[src/hw/rtl/rower_quadrature_stroke_timer_defines.svh]
// Assertion macros used by the stroke timer control module.
`ifndef ROWER_QUADRATURE_STROKE_TIMER_DEFINES_SVH
`define ROWER_QUADRATURE_STROKE_TIMER_DEFINES_SVH

// Antecedent implies consequent in the same cycle.
`define RQST_ASSERT_IMPL(name, ante, cons, msg) \
  name: assert property (@(posedge clk) disable iff (rst) (ante) |-> (cons)) else $error(msg);

// Antecedent implies consequent in the next cycle.
`define RQST_ASSERT_NEXT(name, ante, cons, msg) \
  name: assert property (@(posedge clk) disable iff (rst) (ante) |=> (cons)) else $error(msg);

`endif

[src/hw/rtl/rqst_pkg.sv]
// Types and constants shared by the stroke timer modules.
package rqst_pkg;

  // Beat widths on the stream channels
  localparam int S_DATA_W = 40;
  localparam int M_DATA_W = 176;
  localparam int M_USER_W = 2;

  // Configuration register indexes
  localparam logic [1:0] REG_DEBOUNCE     = 2'd0;
  localparam logic [1:0] REG_MIN_INTERVAL = 2'd1;
  localparam logic [1:0] REG_IDLE_TIMEOUT = 2'd2;

  // Configuration reset values
  localparam logic [31:0] DEF_DEBOUNCE     = 32'd20000;
  localparam logic [31:0] DEF_MIN_INTERVAL = 32'd2500;
  localparam logic [31:0] DEF_IDLE_TIMEOUT = 32'd1000000;

  // Ten times strokes per minute: dividend in microseconds
  localparam int SPM_NUM_W = 30;
  localparam logic [SPM_NUM_W-1:0] SPM_NUM = 30'd600000000;
  // Stroke times at or below this give a quotient above 16 bits
  localparam logic [31:0] SPM_SAT_LIMIT = 32'd9155;
  localparam logic [15:0] SPM_SAT = 16'hFFFF;

  typedef enum logic [2:0] {
    S_IDLE,
    S_EVAL,
    S_CLASS,
    S_DIV,
    S_COMMIT
  } rqst_state_t;

  // Controller to datapath
  typedef struct packed {
    logic load;
    logic eval;
    logic div_start;
    logic commit;
  } rqst_cmd_t;

  // Datapath to controller
  typedef struct packed {
    logic no_report;
    logic short_pull;
    logic stroke_begin;
    logic div_done;
    logic out_free;
  } rqst_sts_t;

endpackage

[src/hw/rtl/rqst_div.sv]
// Iterative restoring divider: fixed dividend over a 30-bit stroke time.
module rqst_div
  import rqst_pkg::*;
(
  input  logic                 clk,
  input  logic                 rst,
  input  logic                 start,
  input  logic [SPM_NUM_W-1:0] divisor,
  output logic                 done,
  output logic [15:0]          quotient
);

  logic                 busy;
  logic [4:0]           cnt;
  logic [SPM_NUM_W:0]   rem;
  logic [SPM_NUM_W-1:0] dvs;
  logic [SPM_NUM_W:0]   rem_shift;
  logic                 take;

  // Shift in the next dividend bit and try a subtract
  assign rem_shift = {rem[SPM_NUM_W-1:0], SPM_NUM[cnt]};
  assign take      = rem_shift >= {1'b0, dvs};

  // Control: count one quotient bit per cycle, MSB first
  always_ff @(posedge clk) begin
    if (rst) begin
      busy <= 1'b0;
      done <= 1'b0;
      cnt  <= '0;
    end else begin
      done <= busy && (cnt == 5'd0);
      if (start) begin
        busy <= 1'b1;
        cnt  <= 5'(SPM_NUM_W - 1);
      end else if (busy) begin
        if (cnt == 5'd0) begin
          busy <= 1'b0;
        end else begin
          cnt <= cnt - 5'd1;
        end
      end
    end
  end

  // Datapath: remainder and low quotient bits
  always_ff @(posedge clk) begin
    if (start) begin
      rem      <= '0;
      dvs      <= divisor;
      quotient <= '0;
    end else if (busy) begin
      rem      <= take ? (rem_shift - {1'b0, dvs}) : rem_shift;
      quotient <= {quotient[14:0], take};
    end
  end

endmodule

[src/hw/rtl/rqst_ctrl.sv]
// Sequencing state machine of the stroke timer.
`include "rower_quadrature_stroke_timer_defines.svh"

module rqst_ctrl
  import rqst_pkg::*;
(
  input  logic      clk,
  input  logic      rst,
  input  logic      s_tvalid,
  output logic      s_tready,
  input  rqst_sts_t sts,
  output rqst_cmd_t cmd
);

  rqst_state_t state, state_next;

  // Hold the state register
  always_ff @(posedge clk) begin
    if (rst) begin
      state <= S_IDLE;
    end else begin
      state <= state_next;
    end
  end

  // Next state
  always_comb begin
    state_next = state;
    case (state)
      S_IDLE: begin
        if (s_tvalid) state_next = S_EVAL;
      end
      S_EVAL: begin
        state_next = S_CLASS;
      end
      S_CLASS: begin
        if (sts.no_report || sts.short_pull) state_next = S_IDLE;
        else if (sts.stroke_begin)           state_next = S_DIV;
        else                                 state_next = S_COMMIT;
      end
      S_DIV: begin
        if (sts.div_done) state_next = S_COMMIT;
      end
      S_COMMIT: begin
        if (sts.out_free) state_next = S_IDLE;
      end
      default: begin
        state_next = S_IDLE;
      end
    endcase
  end

  // Outputs
  always_comb begin
    s_tready      = 1'b0;
    cmd           = '0;
    case (state)
      S_IDLE: begin
        s_tready = 1'b1;
        cmd.load = s_tvalid;
      end
      S_EVAL: begin
        cmd.eval = 1'b1;
      end
      S_CLASS: begin
        cmd.div_start = !sts.no_report && !sts.short_pull && sts.stroke_begin;
      end
      S_COMMIT: begin
        cmd.commit = sts.out_free;
      end
      default: begin
        s_tready = 1'b0;
      end
    endcase
  end

  `RQST_ASSERT_IMPL(a_commit_free, cmd.commit, sts.out_free, "commit with output register full")
  `RQST_ASSERT_IMPL(a_div_cause, cmd.div_start, sts.stroke_begin && !sts.no_report, "divide without stroke start")
  `RQST_ASSERT_NEXT(a_load_eval, cmd.load, state == S_EVAL, "accepted beat not evaluated")

endmodule

[src/hw/rtl/rqst_dp.sv]
// Datapath: edge tracking, interval, stroke state, config and output register.
module rqst_dp
  import rqst_pkg::*;
#(
  parameter int TIME_BITS = 32
) (
  input  logic                clk,
  input  logic                rst,
  input  logic                cfg_valid,
  input  logic [1:0]          cfg_index,
  input  logic [31:0]         cfg_data,
  input  logic                sensor_a,
  input  logic                sensor_b,
  input  logic [31:0]         now_usec,
  input  rqst_cmd_t           cmd,
  output rqst_sts_t           sts,
  output logic                m_tvalid,
  input  logic                m_tready,
  output logic [M_DATA_W-1:0] m_tdata,
  output logic [M_USER_W-1:0] m_tuser
);

  localparam int SW = (TIME_BITS > 32) ? TIME_BITS : 32;
  localparam logic signed [SW-1:0] SMAX = SW'(64'sh7FFFFFFF);
  localparam logic signed [SW-1:0] SMIN = SW'(-64'sh80000000);

  // Signed time difference saturated to 32 bits
  function automatic logic [31:0] sdiff(input logic [TIME_BITS-1:0] x,
                                        input logic [TIME_BITS-1:0] y);
    logic [TIME_BITS-1:0] d;
    logic signed [SW-1:0] dx;
    d  = x - y;
    dx = SW'(signed'(d));
    if (dx > SMAX)      sdiff = 32'h7FFFFFFF;
    else if (dx < SMIN) sdiff = 32'h80000000;
    else                sdiff = dx[31:0];
  endfunction

  function automatic logic spos(input logic [31:0] v);
    spos = (v != 32'd0) && !v[31];
  endfunction

  // Configuration registers
  logic [31:0] debounce_usec, min_interval_usec, idle_timeout_usec;

  // Latched input beat
  logic                 in_a, in_b;
  logic [TIME_BITS-1:0] in_now;

  // Edge tracking state
  logic                 prev_a, prev_b, armed;
  logic [TIME_BITS-1:0] fall_time_a, rise_time_a, fall_time_b, rise_time_b;

  // Per-beat results of evaluation
  logic                 got;
  logic                 idle_hit;
  logic [31:0]          cand;
  logic [TIME_BITS-1:0] sd;
  logic                 spm_sat, spm_zero;

  // Stroke state
  logic [31:0]          prev_interval;
  logic [TIME_BITS-1:0] last_report_time, stroke_start_time, return_time;
  logic [15:0]          spm_value, tick_in_stroke, tick_last_stroke;
  logic [31:0]          return_count;
  logic                 pulling;

  // Edge evaluation signals
  logic [TIME_BITS-1:0] age_a, age_b, idle_age;
  logic                 armed_next, got_next;
  logic [31:0]          iv_next;
  logic [TIME_BITS-1:0] fa_next, ra_next, fb_next, rb_next;

  // Divider
  logic        div_done;
  logic [15:0] div_q;

  // Commit values
  logic                 pos;
  logic [15:0]          spm_next, tick_in_next, tick_last_next;
  logic [31:0]          return_count_next;
  logic [TIME_BITS-1:0] return_time_next, stroke_start_next;
  logic                 pulling_next;
  logic [31:0]          since_next;

  // Output register fields
  logic [31:0] out_interval, out_total, out_total_time, out_since;
  logic [15:0] out_spm, out_this, out_prev;
  logic        out_timeout, out_start;

  // Take configuration writes
  always_ff @(posedge clk) begin
    if (rst) begin
      debounce_usec     <= DEF_DEBOUNCE;
      min_interval_usec <= DEF_MIN_INTERVAL;
      idle_timeout_usec <= DEF_IDLE_TIMEOUT;
    end else if (cfg_valid) begin
      case (cfg_index)
        REG_DEBOUNCE:     debounce_usec     <= cfg_data;
        REG_MIN_INTERVAL: min_interval_usec <= cfg_data;
        REG_IDLE_TIMEOUT: idle_timeout_usec <= cfg_data;
        default:          debounce_usec     <= debounce_usec;
      endcase
    end
  end

  // Latch the accepted beat
  always_ff @(posedge clk) begin
    if (cmd.load) begin
      in_a   <= sensor_a;
      in_b   <= sensor_b;
      in_now <= TIME_BITS'(now_usec);
    end
  end

  assign age_a    = in_now - rise_time_a;
  assign age_b    = in_now - rise_time_b;
  assign idle_age = in_now - last_report_time;

  // Falling and rising edges, debounce and the armed interval; A is examined before B
  always_comb begin
    armed_next = armed || (in_a && in_b);
    got_next   = 1'b0;
    iv_next    = 32'd0;
    fa_next    = fall_time_a;
    ra_next    = rise_time_a;
    fb_next    = fall_time_b;
    rb_next    = rise_time_b;
    if (!in_a && prev_a) begin
      if (SW'(age_a) > SW'(debounce_usec)) fa_next = in_now;
      if (!in_b && armed_next) begin
        armed_next = 1'b0;
        got_next   = 1'b1;
        iv_next    = sdiff(fall_time_b, in_now);
      end
    end
    if (in_a && !prev_a) ra_next = in_now;
    if (!in_b && prev_b) begin
      if (SW'(age_b) > SW'(debounce_usec)) fb_next = in_now;
      if (!in_a && armed_next) begin
        armed_next = 1'b0;
        got_next   = 1'b1;
        iv_next    = sdiff(in_now, fa_next);
      end
    end
    if (in_b && !prev_b) rb_next = in_now;
  end

  // Commit edge state and register the evaluation
  always_ff @(posedge clk) begin
    if (rst) begin
      prev_a      <= 1'b0;
      prev_b      <= 1'b0;
      armed       <= 1'b0;
      fall_time_a <= '0;
      rise_time_a <= '0;
      fall_time_b <= '0;
      rise_time_b <= '0;
    end else if (cmd.eval) begin
      prev_a      <= in_a;
      prev_b      <= in_b;
      armed       <= armed_next;
      fall_time_a <= fa_next;
      rise_time_a <= ra_next;
      fall_time_b <= fb_next;
      rise_time_b <= rb_next;
    end
  end

  always_ff @(posedge clk) begin
    if (cmd.eval) begin
      got      <= got_next;
      idle_hit <= SW'(idle_age) >= SW'(idle_timeout_usec);
      cand     <= iv_next;
      sd       <= in_now - stroke_start_time;
    end
  end

  // Classify the beat
  assign pos              = spos(cand);
  assign sts.no_report    = !got && !idle_hit;
  assign sts.short_pull   = pos && (cand < min_interval_usec);
  assign sts.stroke_begin = pos && !spos(prev_interval);
  assign sts.div_done     = div_done;
  assign sts.out_free     = !m_tvalid || m_tready;

  // Stroke time range checks for the rate
  always_ff @(posedge clk) begin
    if (cmd.div_start) begin
      spm_sat  <= SW'(sd) <= SW'(SPM_SAT_LIMIT);
      spm_zero <= SW'(sd) > SW'(SPM_NUM);
    end
  end

  rqst_div u_div (
    .clk      (clk),
    .rst      (rst),
    .start    (cmd.div_start),
    .divisor  (SPM_NUM_W'(sd)),
    .done     (div_done),
    .quotient (div_q)
  );

  // Next stroke state for a reported beat
  always_comb begin
    spm_next          = spm_value;
    tick_in_next      = tick_in_stroke;
    tick_last_next    = tick_last_stroke;
    return_count_next = return_count;
    return_time_next  = return_time;
    stroke_start_next = stroke_start_time;
    pulling_next      = pulling;
    since_next        = 32'(sd);
    if (pos) begin
      if (sts.stroke_begin) begin
        if (spm_sat)       spm_next = SPM_SAT;
        else if (spm_zero) spm_next = 16'd0;
        else               spm_next = div_q;
        stroke_start_next = in_now;
        tick_last_next    = tick_in_stroke;
        tick_in_next      = 16'd1;
        since_next        = 32'd0;
      end else if (tick_in_stroke != 16'hFFFF) begin
        tick_in_next = tick_in_stroke + 16'd1;
      end
      pulling_next = 1'b1;
    end else begin
      if (pulling) begin
        return_time_next  = in_now;
        return_count_next = return_count + 32'd1;
      end
      pulling_next = 1'b0;
      if (!got) spm_next = 16'd0;
    end
  end

  // Commit stroke state
  always_ff @(posedge clk) begin
    if (rst) begin
      prev_interval     <= '0;
      last_report_time  <= '0;
      stroke_start_time <= '0;
      return_time       <= '0;
      spm_value         <= '0;
      tick_in_stroke    <= '0;
      tick_last_stroke  <= '0;
      return_count      <= '0;
      pulling           <= 1'b0;
    end else if (cmd.commit) begin
      prev_interval     <= cand;
      last_report_time  <= in_now;
      stroke_start_time <= stroke_start_next;
      return_time       <= return_time_next;
      spm_value         <= spm_next;
      tick_in_stroke    <= tick_in_next;
      tick_last_stroke  <= tick_last_next;
      return_count      <= return_count_next;
      pulling           <= pulling_next;
    end
  end

  // Output register: load on commit, drop when taken
  always_ff @(posedge clk) begin
    if (rst) begin
      m_tvalid <= 1'b0;
    end else if (cmd.commit) begin
      m_tvalid <= 1'b1;
    end else if (m_tready) begin
      m_tvalid <= 1'b0;
    end
  end

  always_ff @(posedge clk) begin
    if (cmd.commit) begin
      out_interval   <= cand;
      out_timeout    <= !got;
      out_start      <= sts.stroke_begin;
      out_spm        <= spm_next;
      out_this       <= tick_in_next;
      out_prev       <= tick_last_next;
      out_total      <= return_count_next;
      out_total_time <= 32'(return_time_next);
      out_since      <= since_next;
    end
  end

  assign m_tdata = {out_since, out_total_time, out_total, out_prev, out_this, out_spm,
                    out_interval};
  assign m_tuser = {out_start, out_timeout};

endmodule

[src/hw/rtl/rower_quadrature_stroke_timer.sv]
// Top level of the rower quadrature stroke timer.
//
// Input stream (s_*): one beat per sample of the two active-low magnet
// sensors and its microsecond time stamp. Output stream (m_*): at most one
// result beat per input beat, carrying the edge interval and stroke data.
// Configuration (cfg_*): writes debounce, minimum interval and idle
// timeout registers; cfg_ready is always high. Writes must be made while
// idle; the block does not enforce this. A sample that yields no result
// goes from classify back to idle. A result without a new stroke goes
// from classify to commit and is registered on m_*. A result that starts
// a stroke first runs the bit-serial strokes-per-minute divider over the
// 30 dividend bits. No new sample is taken until the last is through. A
// finished result waits in the output register while the next sample is
// taken; if m_tready stays low, the following result holds in the
// datapath and s_tready stays low until the register frees.
// Reset clears all edge and stroke state, loads register defaults and
// empties the output register.
module rower_quadrature_stroke_timer
  import rqst_pkg::*;
#(
  parameter int TIME_BITS = 32
) (
  input  logic                clk,
  input  logic                rst,
  input  logic                s_tvalid,
  output logic                s_tready,
  // sensor_a [0], sensor_b [1], now_usec [33:2], zero [39:34]
  input  logic [S_DATA_W-1:0] s_tdata,
  output logic                m_tvalid,
  input  logic                m_tready,
  // interval_usec [31:0], spm_x10 [47:32], ticks_this_stroke [63:48],
  // ticks_prev_stroke [79:64], stroke_total [111:80],
  // stroke_total_time [143:112], since_stroke_usec [175:144]
  output logic [M_DATA_W-1:0] m_tdata,
  // is_timeout [0], stroke_start [1]
  output logic [M_USER_W-1:0] m_tuser,
  input  logic                cfg_valid,
  output logic                cfg_ready,
  input  logic [1:0]          cfg_index,
  input  logic [31:0]         cfg_data
);

  rqst_cmd_t cmd;
  rqst_sts_t sts;

  assign cfg_ready = 1'b1;

  rqst_ctrl u_ctrl (
    .clk      (clk),
    .rst      (rst),
    .s_tvalid (s_tvalid),
    .s_tready (s_tready),
    .sts      (sts),
    .cmd      (cmd)
  );

  rqst_dp #(
    .TIME_BITS (TIME_BITS)
  ) u_dp (
    .clk       (clk),
    .rst       (rst),
    .cfg_valid (cfg_valid),
    .cfg_index (cfg_index),
    .cfg_data  (cfg_data),
    .sensor_a  (s_tdata[0]),
    .sensor_b  (s_tdata[1]),
    .now_usec  (s_tdata[33:2]),
    .cmd       (cmd),
    .sts       (sts),
    .m_tvalid  (m_tvalid),
    .m_tready  (m_tready),
    .m_tdata   (m_tdata),
    .m_tuser   (m_tuser)
  );

endmodule
[config.mk]
export PLATFORM = sky130hd
export DESIGN_NAME = rower_quadrature_stroke_timer
export DESIGN_NICKNAME = d
export VERILOG_FILES = /design/src/hw/rtl/rqst_pkg.sv /design/src/hw/rtl/rqst_div.sv /design/src/hw/rtl/rqst_ctrl.sv /design/src/hw/rtl/rqst_dp.sv /design/src/hw/rtl/rower_quadrature_stroke_timer.sv
export VERILOG_INCLUDE_DIRS = /design/src /design/src/hw/rtl
export SDC_FILE = /design/constraint.sdc
export NUM_CORES = 2
export LEC_CHECK = 0
export ABC_AREA = 1
export BUFFER_PORTS_ARGS = -buffer_cell sky130_fd_sc_hd__buf_2
export CAP_MARGIN = 20
export CORE_ASPECT_RATIO = 0.9
export CORE_UTILIZATION = 30
export DETAILED_ROUTE_END_ITERATION = 10
export PLACE_DENSITY = 0.52
export RECOVER_POWER = 100
export SLEW_MARGIN = 20
export SYNTH_ARGS = -nofsm -noshare
export SYNTH_HDL_FRONTEND = slang
export SYNTH_HIERARCHICAL = 1
export SYNTH_SLANG_ARGS = --single-unit
[constraint.sdc]
create_clock -name clk -period 35 [get_ports clk]
set_input_delay 7 -clock clk [delete_from_list [all_inputs] [get_ports clk]]
set_output_delay 7 -clock clk [all_outputs]
set_load 0.1 [all_outputs]
==> results.sh <==
export IMPL_grt_overflow=0
export IMPL_dieArea_um2=154000
export IMPL_cp_depth=11
export IMPL_drc=0
export IMPL_cp_end_kind="register"
export IMPL_vias=39200
export IMPL_synth_simple_area_share_pct=18.4
export IMPL_synth_edf_count=310
export IMPL_synth_ff_type="dfxtp_1"
export IMPL_synth_top_family_by_area="simple AND/OR/NAND/NOR gates"
export IMPL_place_inst=7951
export IMPL_grt_pass1_vias=36500
export IMPL_critPathLaunchType="input port"
export IMPL_drv_cap=25
export IMPL_critPathTopFamily="buffers and inverters"
export IMPL_grt_pass1_wl_um=222000
export IMPL_critPathMostFrequentCell="inv_1"
export IMPL_final_util_pct=34.4
export IMPL_synth_fa_ha_area_share_pct=9.48
export IMPL_cts_setup_buffers=0
export IMPL_routabilityCongestion=0.912
export IMPL_outcome="complete, but fails checks"
export IMPL_grt_usage_pct=19.0
export IMPL_antenna_found_initial=9
export IMPL_cts_sinks=803
export IMPL_setup_ws_ns=18.72
export IMPL_min_path_type="reg -> reg"
export IMPL_synth_area_um2=45700
export IMPL_drtPass1Iterations=6
export IMPL_rsz0062_at_grt="false"
export IMPL_worstHoldStart="u_dp/sd[28]"
export IMPL_syn2layout_area_growth_pct=13.5
export IMPL_synth_seq_cells=803
export IMPL_path_buf_inv=7
export IMPL_die_width_um=413
export IMPL_htree_levels=3
export IMPL_ys_types=68
export IMPL_clock_skew_ns=0.0650
export IMPL_synth_mux_area_fraction_pct=0.0219
export IMPL_start_util_pct=30.3
export IMPL_synth_xor_area_share_pct=3.36
export IMPL_dpl_worst_slack_ns=24.97
export IMPL_min_period_ns=16.28
export IMPL_nets=6482
export IMPL_final_common_cell="inv_1"
export IMPL_synthesis_nets=6284
export IMPL_cp_slowest_stage_delay_ns=4.32
export IMPL_finalWirelength_um=149000
export IMPL_dp_hpwl_um=111000
export IMPL_p_leak_nw=22.4
export IMPL_switchingPower_mw=2.19
export IMPL_core_area_um2=151000
export IMPL_p_int_mw=2.53
export IMPL_vias_per_cell=4.82
export IMPL_avgSynthCellArea_um2=7.79
export IMPL_fin_cells=8129
export IMPL_synth_top_area_share_pct=21.6
export IMPL_worstMarginPinSlew_ns=4.37
export IMPL_synthTopCellsByArea="dfxtp_1 22%, edfxtp_1 20%, ha_1 9.2%"
export IMPL_r2r_end="u_dp/tick_in_stroke[2]"
export IMPL_worstSetupStartpoint="m_tready"
export IMPL_rr_startpoint="u_dp/m_tvalid"
export IMPL_io_buffers=252
export IMPL_cpMaxStageDelayCell="clkinvlp_2"
export IMPL_fin_setup_tns_ns=0
export IMPL_drv_slew=1535
export IMPL_synth_compound_area_share_pct=16.7
export IMPL_violations="capacitance limit, slew limit"
export IMPL_power_mw=4.72
export IMPL_endpoint="u_dp/tick_in_stroke[2]"
export IMPL_row_count=135
export IMPL_finalCritPeriodShare_pct=46.5
export IMPL_reg2reg_depth=9
export IMPL_critPathArrivalTime_ns=16.95
export IMPL_cts_resized=0
export IMPL_antenna_left=0
export IMPL_max_slew_margin_pct=-191
export IMPL_num_fill_cells=16000
export IMPL_power_density_nw_per_um2=91.0
export IMPL_ios=260
export IMPL_ir_worst_vdd_mv=0.0487
export IMPL_die_height_um=372
export IMPL_cts_buffer_depth=3
export IMPL_grt_max_degree=136
export IMPL_setup_violations=0
export IMPL_final_cell_mix="948 x inv_1, 930 x nand2_1, 633 x o21ai_0"
export IMPL_clk_pin_slew_ns=0.06
export IMPL_worstPathCellList="buf_2 -> inv_1 -> nand2_1 -> inv_1 -> nor4_1 -> clkbuf_1 -> clkinvlp_2 -> clkbuf_1 -> a21oi_1 -> o21ai_0 -> inv_1"
export IMPL_cts_tree="done"
export IMPL_cts_hold_buf=0
export IMPL_share_comb_of_total_power_pct=48.5
export IMPL_worstSkewPairLatency_ns=0.76
export IMPL_initialDrtViolationCount=3011
export IMPL_syn_inst=5863
export IMPL_p_seq_share_pct=29.9
export IMPL_yosysTopAreaCell="dfxtp_1"
export IMPL_drive_above_1_share_pct=6.03
export IMPL_cts_root_buf="clkbuf_16"
export IMPL_swShare_pct=46.5
export IMPL_regToRegSetupSlack_ns=24.77
export IMPL_ys_warn_count=6
export IMPL_async_flop_share_pct=0
export IMPL_pwr_share_clk_pct=21.6
export IMPL_crit_path_max_fanout=135
export IMPL_fmax_mhz=61.4
export IMPL_cts_buffers_inserted=92
export IMPL_worstSetupPathType="in -> reg"
export IMPL_required_ns=35.66
export IMPL_hold_violations=0
export IMPL_wl_per_cell_um=18.3
export IMPL_yosysSeqAreaShare_pct=42.0
[per-layer routing]
layer	share of wire [%]	vias to the layer above	GRT usage, %
li1	-	19900	-
met1	47	18300	25.6
met2	46	852	31.6
met3	4.8	184	2.93
met4	2.3	0	4.63
met5	0	-	0
[final cells by class]
type                       instances  area (µm²)  share of cell area [%]
antenna                            2        5.00                 0.00965
clock buffer                     128        2590                    5.00
clock inverter                    46         606                    1.17
inverter                         973        3660                    7.05
multi-input combinational       3880       21900                    42.2
sequential                       803       19200                    37.0
tap                             1986        2480                    4.79
timing repair buffer             311        1430                    2.76
[worst reg2reg max path: cells and delay by family (launching register included)]
family	cells	cell delay (ns)
compound gates	2	0.80
buf+inv	5	8.60
flops	1	0.31
simple gates	2	0.46
[cell families (layout without fill, tap and decap cells)]
kind of cell	count (synthesis)	count (layout)
XOR/XNOR	175	175
AO/OA/AOI/OAI	1434	1434
AND/OR/NAND/NOR	1927	1927
other	1	3
adder cells (fa/ha/maj)	342	342
multiplexers	1	1
buffers and inverters	1180	1458
flip-flops	803	803
[cell usage after synthesis (all sizes together), types with 2 or more instances]
library cell,instances
nand3,252
o211ai,41
a21o,11
nor3,69
o21bai,16
o22ai,3
o2111ai,2
a31oi,20
clkbuf,156
and2,6
clkinv,6
nand3b,9
a21oi,627
a21boi,10
nor4,34
fa,7
nor3b,2
o31ai,7
o221a,2
xnor2,39
o221ai,9
nand2,955
o21a,15
nor2,492
ha,335
xor2,136
edfxtp,310
dfxtp,493
o21ai,646
a211oi,11
a211o,3
a221oi,6
buf,51
inv,967
nand4,91
or2,14
[worst min-delay path by stage]
stage / cells past startpoint / to
6_report: 0 / u_dp/u_div/dvs[28]
5_1_grt: 2 / u_dp/min_interval_usec[0]
4_1_cts: 2 / u_dp/tick_last_stroke[15]
3_5_place_dp: 0 / u_dp/u_div/dvs[28]
3_3_place_gp: 2 / u_dp/tick_last_stroke[15]
2_1_floorplan: 2 / u_dp/min_interval_usec[0]
[state kept, by name, indices dropped and copies added (netlist names), 32 cells and up]
| signal | cells |
|---|---|
| u_dp/min_interval_usec | 32 |
| u_dp/out_since | 32 |
| u_dp/in_now | 32 |
| u_dp/prev_interval | 32 |
| u_dp/last_report_time | 32 |
| u_dp/rise_time_b | 32 |
| u_dp/debounce_usec | 32 |
| u_dp/out_interval | 32 |
| u_dp/rise_time_a | 32 |
| u_dp/fall_time_b | 32 |
| u_dp/cand | 32 |
| u_dp/return_count | 32 |
| u_dp/stroke_start_time | 32 |
| u_dp/sd | 32 |
| u_dp/out_total_time | 32 |
| u_dp/fall_time_a | 32 |
| u_dp/return_time | 32 |
| u_dp/out_total | 32 |
| u_dp/idle_timeout_usec | 32 |
[power by group through the flow]
stage                     registers (mW)  clock network [mW]  logic (mW)
final                               1.41                1.02        2.29
after global routing                1.44                1.08        2.56
after CTS                           1.41                1.05        2.30
after detailed placement            1.42                   0        2.29
after global placement              1.42                   0        2.26
after floorplan                     1.69                   0        1.43
[through the flow]
step,hold slack [ns],instance area [µm²]
2_1_floorplan,0.424,45700
3_3_place_gp,0.436,49000
3_5_place_dp,0.442,49000
4_1_cts,0.454,52200
5_1_grt,0.465,51800
6_report,0.451,51800
No activity file was read; power rests on OpenSTA's default activity.
